**src/opcode_site_locator_unit_assert.svh**
```systemverilog
// assertion macros for the opcode site locator
// no dependencies; included by the files that hold concurrent assertions
`ifndef OPCODE_SITE_LOCATOR_UNIT_ASSERT_SVH
`define OPCODE_SITE_LOCATOR_UNIT_ASSERT_SVH
`ifndef NO_ASSERTIONS
`define OSL_ASSERT_IMPLIES(label, clk, rst_n, ante, cons) \
    label: assert property (@(posedge clk) disable iff (!rst_n) (ante) |-> (cons)) \
        else $error("opcode site locator check failed");
`define OSL_ASSERT_NEXT(label, clk, rst_n, ante, cons) \
    label: assert property (@(posedge clk) disable iff (!rst_n) (ante) |=> (cons)) \
        else $error("opcode site locator check failed");
`else
`define OSL_ASSERT_IMPLIES(label, clk, rst_n, ante, cons)
`define OSL_ASSERT_NEXT(label, clk, rst_n, ante, cons)
`endif
`endif

```
**src/osl_ram.sv**
```systemverilog
// generic simple dual-port ram with registered read
// no dependencies; holds the sorted interval table
`timescale 1ns / 1ps
module osl_ram #(
    parameter int WIDTH = 8,
    parameter int DEPTH = 16
) (
    input  logic                     clk,
    input  logic                     we,
    input  logic [$clog2(DEPTH)-1:0] waddr,
    input  logic [WIDTH-1:0]         wdata,
    input  logic [$clog2(DEPTH)-1:0] raddr,
    output logic [WIDTH-1:0]         rdata
);

    logic [WIDTH-1:0] mem [DEPTH];
    logic [WIDTH-1:0] rdata_reg;

    always_ff @(posedge clk)
    begin
        if (we)
        begin
            mem[waddr] <= wdata;
        end
        rdata_reg <= mem[raddr];
    end

    assign rdata = rdata_reg;

endmodule

```
**config.mk**
```make
export PLATFORM = sky130hd
export DESIGN_NAME = osl_ram
export DESIGN_NICKNAME = d
export VERILOG_FILES = /design/src/opcode_site_locator_unit_assert.svh /design/src/osl_ram.sv
export SDC_FILE = /design/constraint.sdc
export NUM_CORES = 1
export LEC_CHECK = 0
export ABC_CLOCK_PERIOD_IN_PS = 2100
export BUFFER_PORTS_ARGS = -buffer_cell sky130_fd_sc_hd__buf_2
export CAP_MARGIN = 40
export CORE_MARGIN = 10
export CORE_UTILIZATION = 31
export DETAILED_ROUTE_END_ITERATION = 6
export HOLD_SLACK_MARGIN = 0.05
export SETUP_SLACK_MARGIN = 0.15
export SYNTH_ARGS = -nofsm -noshare
export SYNTH_HDL_FRONTEND = slang
export SYNTH_SLANG_ARGS = --single-unit
```
**constraint.sdc**
```tcl
create_clock -name clk -period 2.1 [get_ports clk]
set_input_delay 0.42 -clock clk [delete_from_list [all_inputs] [get_ports clk]]
set_output_delay 0.42 -clock clk [all_outputs]
set_load 0.05 [all_outputs]
```
Word level (Yosys, flattened, before mapping)
Memory sizes are Yosys's and may differ from the RTL's. A register that Yosys moved wholly into a read port is not among the register bits.
Cells that the tools add are included.
{"block": "op_classes", "n_div": 0, "eq_ne": 0, "n_mux": 2, "n_addsub": 0, "shifts": 0, "bitwise_logic": 0, "multipliers": 0, "magnitude_cmp": 0, "reduce_logical": 0}
{"operator": "1-bit 2-to-1 mux", "count": 2}
{"block": "totals", "mem_bits_rw": 128, "register_bits": 0, "romBits": 0, "latch_bits": 0, "n_memories": 1, "out_inout_bits": 8, "word_cells": 3, "input_bits": 18}
{"memory": "mem", "depth": 16, "word_bits": 8, "rd": 1, "rd_ports_with_merged_regs": 1, "wr": 1, "line_no": "osl_ram.sv:16", "text": "logic [WIDTH-1:0] mem [DEPTH];"}

Logic depth before layout (Yosys ltp)
Gate-level depths: netlist of the first run.
{"block": "depth", "word_depth": 2, "mapped_depth": 5, "mapped_depth_nobuf": 3}

Least setup slack after synthesis of the first run
Ideal clock, no wire load.
{"block": "synth_path", "kind": "input -> register", "start": "input waddr[2]", "end": "memory mem[0][0] (enable)", "setup_slack_ns": 0.187, "required_ns": 1.717, "setup_time_ns": 0.383, "arrival_time_ns": 1.530, "n_path_buf": 0, "stages": 2, "cell_sequence": "or3b_2 > nor3_1"}
{"element": "start: declaration", "line_no": "osl_ram.sv:10", "text": "input logic [$clog2(DEPTH)-1:0] waddr,"}
{"element": "end: declaration", "line_no": "osl_ram.sv:16"}
No word-level cell before the write port.

Worst setup path in the final report of the first run
{"block": "layout_path", "start": "register rdata_reg[5], in the netlist rdata[5], read port of mem", "end": "output rdata[5]"}
{"element": "start: declaration", "line_no": "osl_ram.sv:17", "text": "logic [WIDTH-1:0] rdata_reg;"}
{"element": "end: declaration", "line_no": "osl_ram.sv:13", "text": "output logic [WIDTH-1:0] rdata"}
No word-level cell between the ends.

==> results of run 1 <==
==> cells in the mapped netlist, drive strengths merged <==
cell type and count:
a22oi 16, and2 1, and2b 1, buf 7, clkdlybuf4s25 3, dfxtp 8
edfxtp 128, mux4 32, nand2 9, nand2b 2, nand3 1, nand3b 2
nor2 13, nor2b 1, nor3 4, or3b 1
==> where the power goes <==
part,leakage (nW),internal (mW),switching (mW)
Sequential,1.22,3.04,0.0210
Clock,0.284,1.79,1.11
Combinational,0.595,0.126,0.215
Total,2.10,4.95,1.35
==> worst max path at each step <==
stage	end	slack (ns)
final	rdata[5]	0.60
after global routing	rdata[5]	0.53
after CTS	rdata[5]	0.57
after detailed placement	rdata[1]$_DFF_P_	0.31
after global placement	rdata[4]$_DFF_P_	0.31
after floorplan	mem[0][0]$_DFFE_PP_	0.19
==> kinds of logic (layout without fill, tap and decap cells) <==
| logic type | Yosys count | in the layout |
|---|---|---|
| compound gates | 16 | 16 |
| buf+inv | 10 | 79 |
| flops | 136 | 136 |
| mux | 32 | 32 |
| other cells | 0 | 2 |
| simple gates | 35 | 35 |
==> metal layers <==
| metal | wire [um] | share of wire (%) |
|---|---|---|
| met1 | 4370 | 43 |
| met3 | 753 | 7.4 |
| met5 | 0 | 0 |
| met4 | 104 | 1.0 |
| met2 | 4950 | 49 |
==> layout make-up <==
type                    instances  area, sq um
fillers                      1466        10200
flip-flops and latches        136         4000
multi-input cells              83         1060
clock buffers                  19          443
repair buffers                 47          315
well taps                     220          275
clock inverters                13          146
diodes                          2         5.00
==> stage by stage <==
| stage | cells | hold WS, ns | cell area [sq um] |
|---|---|---|---|
| finish | 520 | 0.388 | 6250 |
| global route | 518 | 0.380 | 6240 |
| CTS | 518 | 0.376 | 6240 |
| detailed placement | 486 | 0.668 | 5650 |
| global placement | 486 | 0.661 | 5650 |
| floorplan | 229 | 0.519 | 5150 |
==> results_dict.tcl, run 1 <==
set metrics [dict create \
    antenna_found_initial 2 \
    synth_top_family_by_area "multiplexers" \
    synthMuxAreaShare_pct 15.0 \
    reg2reg_depth 3 \
    syn_to_final_growth_pct 21.3 \
    grt_util_met3_pct 4.43 \
    grt_first_pass_wirelength_um 15600 \
    period_needed_ns 1.50 \
    path_clk_slew_ns 0.06 \
    final.period_utilization_pct 71.5 \
    cts.sinks 136 \
    globalplace.congestion 0.726 \
    cp-startpoint "rdata[5]$_DFF_P_" \
    hold_class "in -> reg" \
    syn_inst 229 \
    final_common_cell "edfxtp_1" \
    hold_start "wdata[5]" \
    drt-pass1-iter-count 4 \
    largest_register_ffs 128 \
    grt_use_met2_pct 14.5 \
    cp_max_fo 1 \
    drtIter0Drc 160 \
    hold_viol 0 \
    cp-start-kind "register" \
    grt_busiest_layer "met2" \
    ios 26 \
    vias 2410 \
    wirelength_um 10200 \
    syn_nets 247 \
    cp.depth 1 \
    drive_gt1_share_pct 32.6 \
    rsz0062_at_grt "false" \
    final_nets 303 \
    syn_area_sq_mm 0.00515 \
    clk_path_buf_depth 2 \
    track_usage_pct 9.72 \
    crit_family "flip-flops" \
    worst_slew_pin_slew_ns 0.424 \
    end_kind "primary output" \
    cts_setup_buffers 0 \
    hold_depth 1 \
    crit_chain "buf_2" \
    grt-ovfl-total 0 \
    first_global_vias 2629 \
    initial_utilization_pct 31.4 \
    whs_endpoint "mem[5][5]$_DFFE_PP_" \
    layout_common_cells "128 x edfxtp_1, 25 x buf_2, 20 x buf_4" \
    utilization_pct 38.1 \
    finalSetupTns_ns 0 \
    die_w_um 149 \
    clock_skew_ns 0.00931 \
    synth.top_cell.area_share_pct 74.7 \
    synth.distinct_cells 19 \
    status "completed" \
    avgRoutedWirePerCell_um 19.6 \
    maxSlewViolCount 0 \
    max_stage_delay_ns 0.38 \
    portBuffers 25 \
    synth_seq_cells 136 \
    pre_cts_ws_ns 0.307 \
    crit_required_ns 1.68 \
    synth_seq_area_share_pct 77.8 \
    yosys.area.top_type "edfxtp_1" \
    reg2reg_setup_slack_ns 0.75 \
    power_mw 6.29 \
    max_cap_violations 0 \
    cts_resized 0 \
    slowest_stage "dfxtp_1" \
    criticalPathCategory "reg -> out" \
    hpwl_um 6660 \
    fp.dieH_um 149 \
    cts_buffers 17 \
    setup_slack_ns 0.598 \
    synth_xor_area_share_pct 0 \
    rr_endpoint "rdata[1]$_DFF_P_" \
    detail-route-antenna-nets 0 \
    avgSynthCellArea_sq_um 22.5 \
    worstReg2RegStart "mem[1][1]$_DFFE_PP_" \
    tritoncts "yes" \
    ir_drop_uv 634 \
    insertion_delay_ns 0.41 \
    synth_compound_area_share_pct 2.33 \
    p_leak_nw 2.10 \
    setup_violations 0 \
    grt_max_degree 33 \
    relSlewSlack_pct 71.7 \
    gr-usage-met1_pct 12.0 \
    synthTopCellsByArea "edfxtp_1 75%, mux4_2 7.9%, mux4_1 7.1%" \
    synth_simple_gate_area_share_pct 3.18 \
    die_area_sq_mm 0.0222 \
    fmax_ghz 0.666 \
    hold_buffers 0 \
    h-tree-depth 4 \
    p_per_area_mw_per_mm2 1010 \
    yosys_warnings 0 \
    rows 47 \
    cts_root_buf "clkbuf_16" \
    timing.critical_path.buf_inv 1 \
    critPathArrivalTime_ns 1.08 \
    drc 0 \
    synth_adder_area_share_pct 0 \
    vias_per_cell 4.63 \
    core_sq_mm 0.0164 \
]
No activity file was read; power rests on OpenSTA's default activity.
==> run 2: changes to the inputs <==
ABC_CLOCK_PERIOD_IN_PS = 1500   (was 2100)
clock period = 1.5 ns   (was 2.1 ns; I/O delays follow)
==> run 2 against run 1 <==
  * Core utilization is 1.1 points higher
  * Die area stayed put
  * Largest power group unchanged
  * Total power is 41% higher
  * Combinational power is 59% higher
  * Hold slack worse by 0.13 ns
  * First-iteration DRC count is 7.5% higher
  * Critical path type is now reg -> reg
  * Non-clock buffer count is 13 higher
  * Largest cell class unchanged
  * Sequential share of layout area is 1.7 points lower
  * Final cell count is 2.1% higher
  * Clock-buffer cell count is 2 lower
  * Clock power is 41% higher
  * Wire length is 1.6% higher
==> results_dict.tcl, run 2 (synthesis results as in run 1) <==
set metrics [dict create \
    status "completed" \
    p_per_area_mw_per_mm2 1390 \
    final_nets 316 \
    wirelength_um 10300 \
    fp.dieH_um 149 \
    max_cap_violations 0 \
    fillers 1446 \
    ir_drop_uv 947 \
    cp_max_fo 1 \
    drc 0 \
    setup_violations 0 \
    fmax_ghz 0.756 \
    end_kind "register" \
    vias_per_cell 4.53 \
    cts_buffers 17 \
    clk_path_buf_depth 2 \
    die_w_um 149 \
    path_clk_slew_ns 0.06 \
    grt-ovfl-total 0 \
    period_needed_ns 1.32 \
    hold_viol 0 \
    hpwl_um 6890 \
    crit_chain "mux4_1 > a22oi_2 > nand2_1" \
    worst_slew_pin_slew_ns 0.754 \
    grt_first_pass_wirelength_um 16000 \
    final_common_cell "edfxtp_1" \
    core_sq_mm 0.0164 \
    h-tree-depth 4 \
    drive_gt1_share_pct 42.8 \
    crit_required_ns 1.80 \
    rsz0062_at_grt "true" \
    globalplace.congestion 0.745 \
    insertion_delay_ns 0.42 \
    rows 47 \
    hold_class "in -> reg" \
    track_usage_pct 10.0 \
    regArea_sq_mm 0.00400 \
    diodes 0 \
    power_mw 8.90 \
    largest_register_ffs 128 \
    clock_skew_ns 0.00488 \
    cts.sinks 136 \
    max_stage_delay_ns 0.55 \
    avgRoutedWirePerCell_um 19.5 \
    maxSlewViolCount 0 \
    multi_input_area_sq_mm 0.00107 \
    cp-start-kind "register" \
    slowest_stage "mux4_1" \
    relSlewSlack_pct 49.6 \
    detail-route-antenna-nets 0 \
    final.period_utilization_pct 88.2 \
    hold_slack_ns 0.260 \
    first_global_vias 2622 \
    cts_root_buf "clkbuf_16" \
    criticalPathCategory "reg -> reg" \
    drtIter0Drc 172 \
    critPathArrivalTime_ns 1.62 \
    layout_common_cells "128 x edfxtp_1, 31 x buf_4, 29 x mux4_2" \
    grt_max_degree 27 \
    syn_to_final_growth_pct 24.7 \
    antenna_found_initial 0 \
    p_leak_nw 2.14 \
    ios 26 \
    vias 2405 \
    tritoncts "yes" \
    portBuffers 25 \
    die_area_sq_mm 0.0222 \
    drt-pass1-iter-count 4 \
    initial_utilization_pct 31.4 \
]
-- run 2: cell types whose count changed in the layout (fill, tap and decap cells not counted), moves of 3 or more --
cell / before / now
buf_2: 25 / 21
mux4_1: 14 / 3
nor3_1: 4 / 0
a22oi_2: 0 / 4
nor3_2: 0 / 3
nor2_1: 13 / 10
buf_4: 20 / 31
mux4_2: 18 / 29
nor2_2: 0 / 3
buf_12: 2 / 6
a22oi_1: 16 / 12
clkinvlp_4: 2 / 5
-- run 2: metal layers --
metal	GRT usage (%)	vias to the layer above	part of all wire, %
met5	0	-	0
met3	3.34	13	7.2
met4	5.00	0	1.8
met2	15.4	68	47
li1	-	1102	-
met1	12.4	1222	44
-- run 2: final cells by class --
type | count | share of cell area, %
Sequential cell | 136 | 62.4
Multi-Input combinational cell | 83 | 16.7
Timing Repair Buffer | 60 | 7.42
Clock buffer | 17 | 6.63
Tap cell | 220 | 4.29
Clock inverter | 15 | 2.61
-- run 2: repair_timing --
item,in CTS,in global routing
pin swaps,0,1
resized for setup,7,2
setup endpoints to repair,7,9
setup buffers,0,0
hold buffers,0,0
-- run 2: worst paths after layout --
path	startpoint	to	slack, ns	cells after the start
worst max-delay path	mem[5][3]$_DFFE_PP_	rdata[3]$_DFF_P_	0.18	3
worst min register to register	mem[5][5]$_DFFE_PP_	rdata[5]$_DFF_P_	0.68	3
worst min-delay path	wdata[7]	mem[6][7]$_DFFE_PP_	0.26	1
worst max register to register	mem[5][3]$_DFFE_PP_	rdata[3]$_DFF_P_	0.18	3
-- run 2: worst max-delay path, delay by kind of cell, from the launching register on --
kind / cells / cell delay (ns)
AO/OA/AOI/OAI: 1 / 0.22
flip-flops: 1 / 0.36
multiplexers: 1 / 0.55
AND/OR/NAND/NOR: 1 / 0.08
-- run 2: stage by stage --
stage | cells | utilization, % | TNS [ns] | setup WS [ns] | area, sq um
floorplan | 229 | - | 0 | 0.0970 | 5180
global placement | 498 | 35.3 | -1.83 | -0.226 | 5790
detailed placement | 498 | 35.3 | -2.06 | -0.259 | 5790
CTS | 530 | 39.1 | 0 | 0.157 | 6410
global route | 531 | 39.1 | 0 | 0.111 | 6420
finish | 531 | 39.1 | 0 | 0.177 | 6420
-- run 2: power by group --
| part | total [mW] | internal (mW) | switching, mW |
|---|---|---|---|
| combinational | 0.543 | 0.218 | 0.325 |
| sequential | 4.28 | 4.25 | 0.0268 |
| clock | 4.08 | 2.47 | 1.61 |
==> run 3: changes to the inputs <==
ABC_CLOCK_PERIOD_IN_PS = 1300   (was 1500)
clock period = 1.3 ns   (was 1.5 ns; I/O delays follow)
==> run 3 against run 2 <==
  * Total power rose by 23%
  * Global-route usage is 0.12 points higher
  * Hold slack got worse by 0.026 ns
  * Combinational power increased by 33%
  * Sequential share of layout area fell by 2.6 points
  * Clock-buffer cell count unchanged
  * Final cell count increased by 0.75%
  * Critical path depth is the same
  * Die area did not move
  * Worst setup slack got worse by 0.14 ns
  * Critical path type unchanged
  * Critical endpoint is now rdata[4]$_DFF_P_
  * Highest routed layer unchanged
==> results_dict.tcl, run 3 (synthesis results as in run 1) <==
set metrics [dict create \
    status "completed" \
    track_usage_pct 10.2 \
    cp-start-kind "register" \
    rsz0062_at_grt "true" \
    clk_path_buf_depth 2 \
    globalplace.congestion 0.756 \
    gr-usage-met1_pct 12.6 \
    criticalPathCategory "reg -> reg" \
    end_kind "register" \
    crit_required_ns 1.59 \
    cts.sinks 136 \
    pre_cts_ws_ns -0.440 \
    hold_viol 0 \
    drt-pass1-iter-count 5 \
    antenna_found_initial 0 \
    critPathArrivalTime_ns 1.55 \
    detail-route-antenna-nets 0 \
    p_per_area_mw_per_mm2 1630 \
    stdcell_area_sq_mm 0.00672 \
    final.period_utilization_pct 97.0 \
    drive_gt1_share_pct 50.2 \
    initial_utilization_pct 31.4 \
    rows 47 \
    worst_slew_pin_slew_ns 0.961 \
    ios 26 \
    wirelength_um 10300 \
    portBuffers 25 \
    cts_buffers 17 \
    fp.dieH_um 149 \
    max_cap_violations 0 \
    insertion_delay_ns 0.41 \
    placed_area_sq_mm 0.00587 \
    syn_to_final_growth_pct 30.5 \
    final_nets 320 \
    grt-ovfl-total 0 \
    hold_class "in -> reg" \
    cp_max_fo 1 \
    vias_per_cell 4.55 \
    first_global_vias 2737 \
    fmax_ghz 0.793 \
    grt_use_met2_pct 15.7 \
    maxSlewViolCount 0 \
    path_clk_slew_ns 0.06 \
    relSlewSlack_pct 35.8 \
    grt_util_met3_pct 3.82 \
    clock_skew_ns 0.00460 \
    hpwl_um 7170 \
    layout_common_cells "128 x edfxtp_1, 32 x mux4_2, 28 x buf_4" \
    h-tree-depth 4 \
    avgRoutedWirePerCell_um 19.3 \
    final_common_cell "edfxtp_1" \
    fillers 1416 \
    hold_buffers 0 \
    period_needed_ns 1.26 \
    grt_first_pass_wirelength_um 16500 \
    power_mw 11.0 \
    drtIter0Drc 192 \
    finalSetupTns_ns 0 \
    hold_slack_ns 0.234 \
    p_leak_nw 2.24 \
    regArea_sq_mm 0.00402 \
    setup_violations 0 \
    vias 2436 \
    die_w_um 149 \
    grt_max_degree 18 \
    drc 0 \
    cts_root_buf "clkbuf_16" \
    diodes 0 \
    grt_busiest_layer "met2" \
    ir_drop_uv 958 \
    tritoncts "yes" \
    core_sq_mm 0.0164 \
    setup_slack_ns 0.0395 \
    multi_input_area_sq_mm 0.00113 \
    largest_register_ffs 128 \
    die_area_sq_mm 0.0222 \
]
## run 3: per-stage QoR
step / util (%) / instances
finish: 40.9 / 535
detailed placement: 35.8 / 499
floorplan: - / 229
CTS: 40.8 / 535
global placement: 35.8 / 499
global route: 40.9 / 535
## run 3: power by group
group / switching, mW / internal [mW]
clock: 1.72 / 3.57
sequential: 0.0425 / 4.91
combinational: 0.391 / 0.331
## run 3: routing by layer
metal	vias to the layer above	routed length, um
li1	1108	-
met1	1268	4660
met2	50	5080
met3	10	479
met4	0	127
met5	-	0
## run 3: final cells by class
type                            instances  area share, %
Clock buffer                           17           6.33
Clock inverter                         15           3.45
Multi-Input combinational cell         83           16.9
Sequential cell                       136           59.8
Tap cell                              220           4.10
Timing Repair Buffer                   64           9.46
## run 3: critical path, cell delays in order (launching register included)
cell and delay (ns):
edfxtp_1 0.38, mux4_2 0.47, a22oi_2 0.23, nand2_1 0.07
## run 3: what timing repair did
action	CTS	global route
setup buffers	4	0
gates resized for setup	36	8
endpoints found under the setup margin	16	16
pin swaps	1	4
## run 3: path summary, 6_finish.rpt
kind | slack (ns) | endpoint | startpoint | depth (start not counted)
worst min-delay path | 0.23 | mem[5][3]$_DFFE_PP_ | wdata[3] | 1
worst max register to register | 0.04 | rdata[4]$_DFF_P_ | mem[0][4]$_DFFE_PP_ | 3
worst max-delay path | 0.04 | rdata[4]$_DFF_P_ | mem[0][4]$_DFFE_PP_ | 3
worst min register to register | 0.67 | rdata[2]$_DFF_P_ | mem[14][2]$_DFFE_PP_ | 3
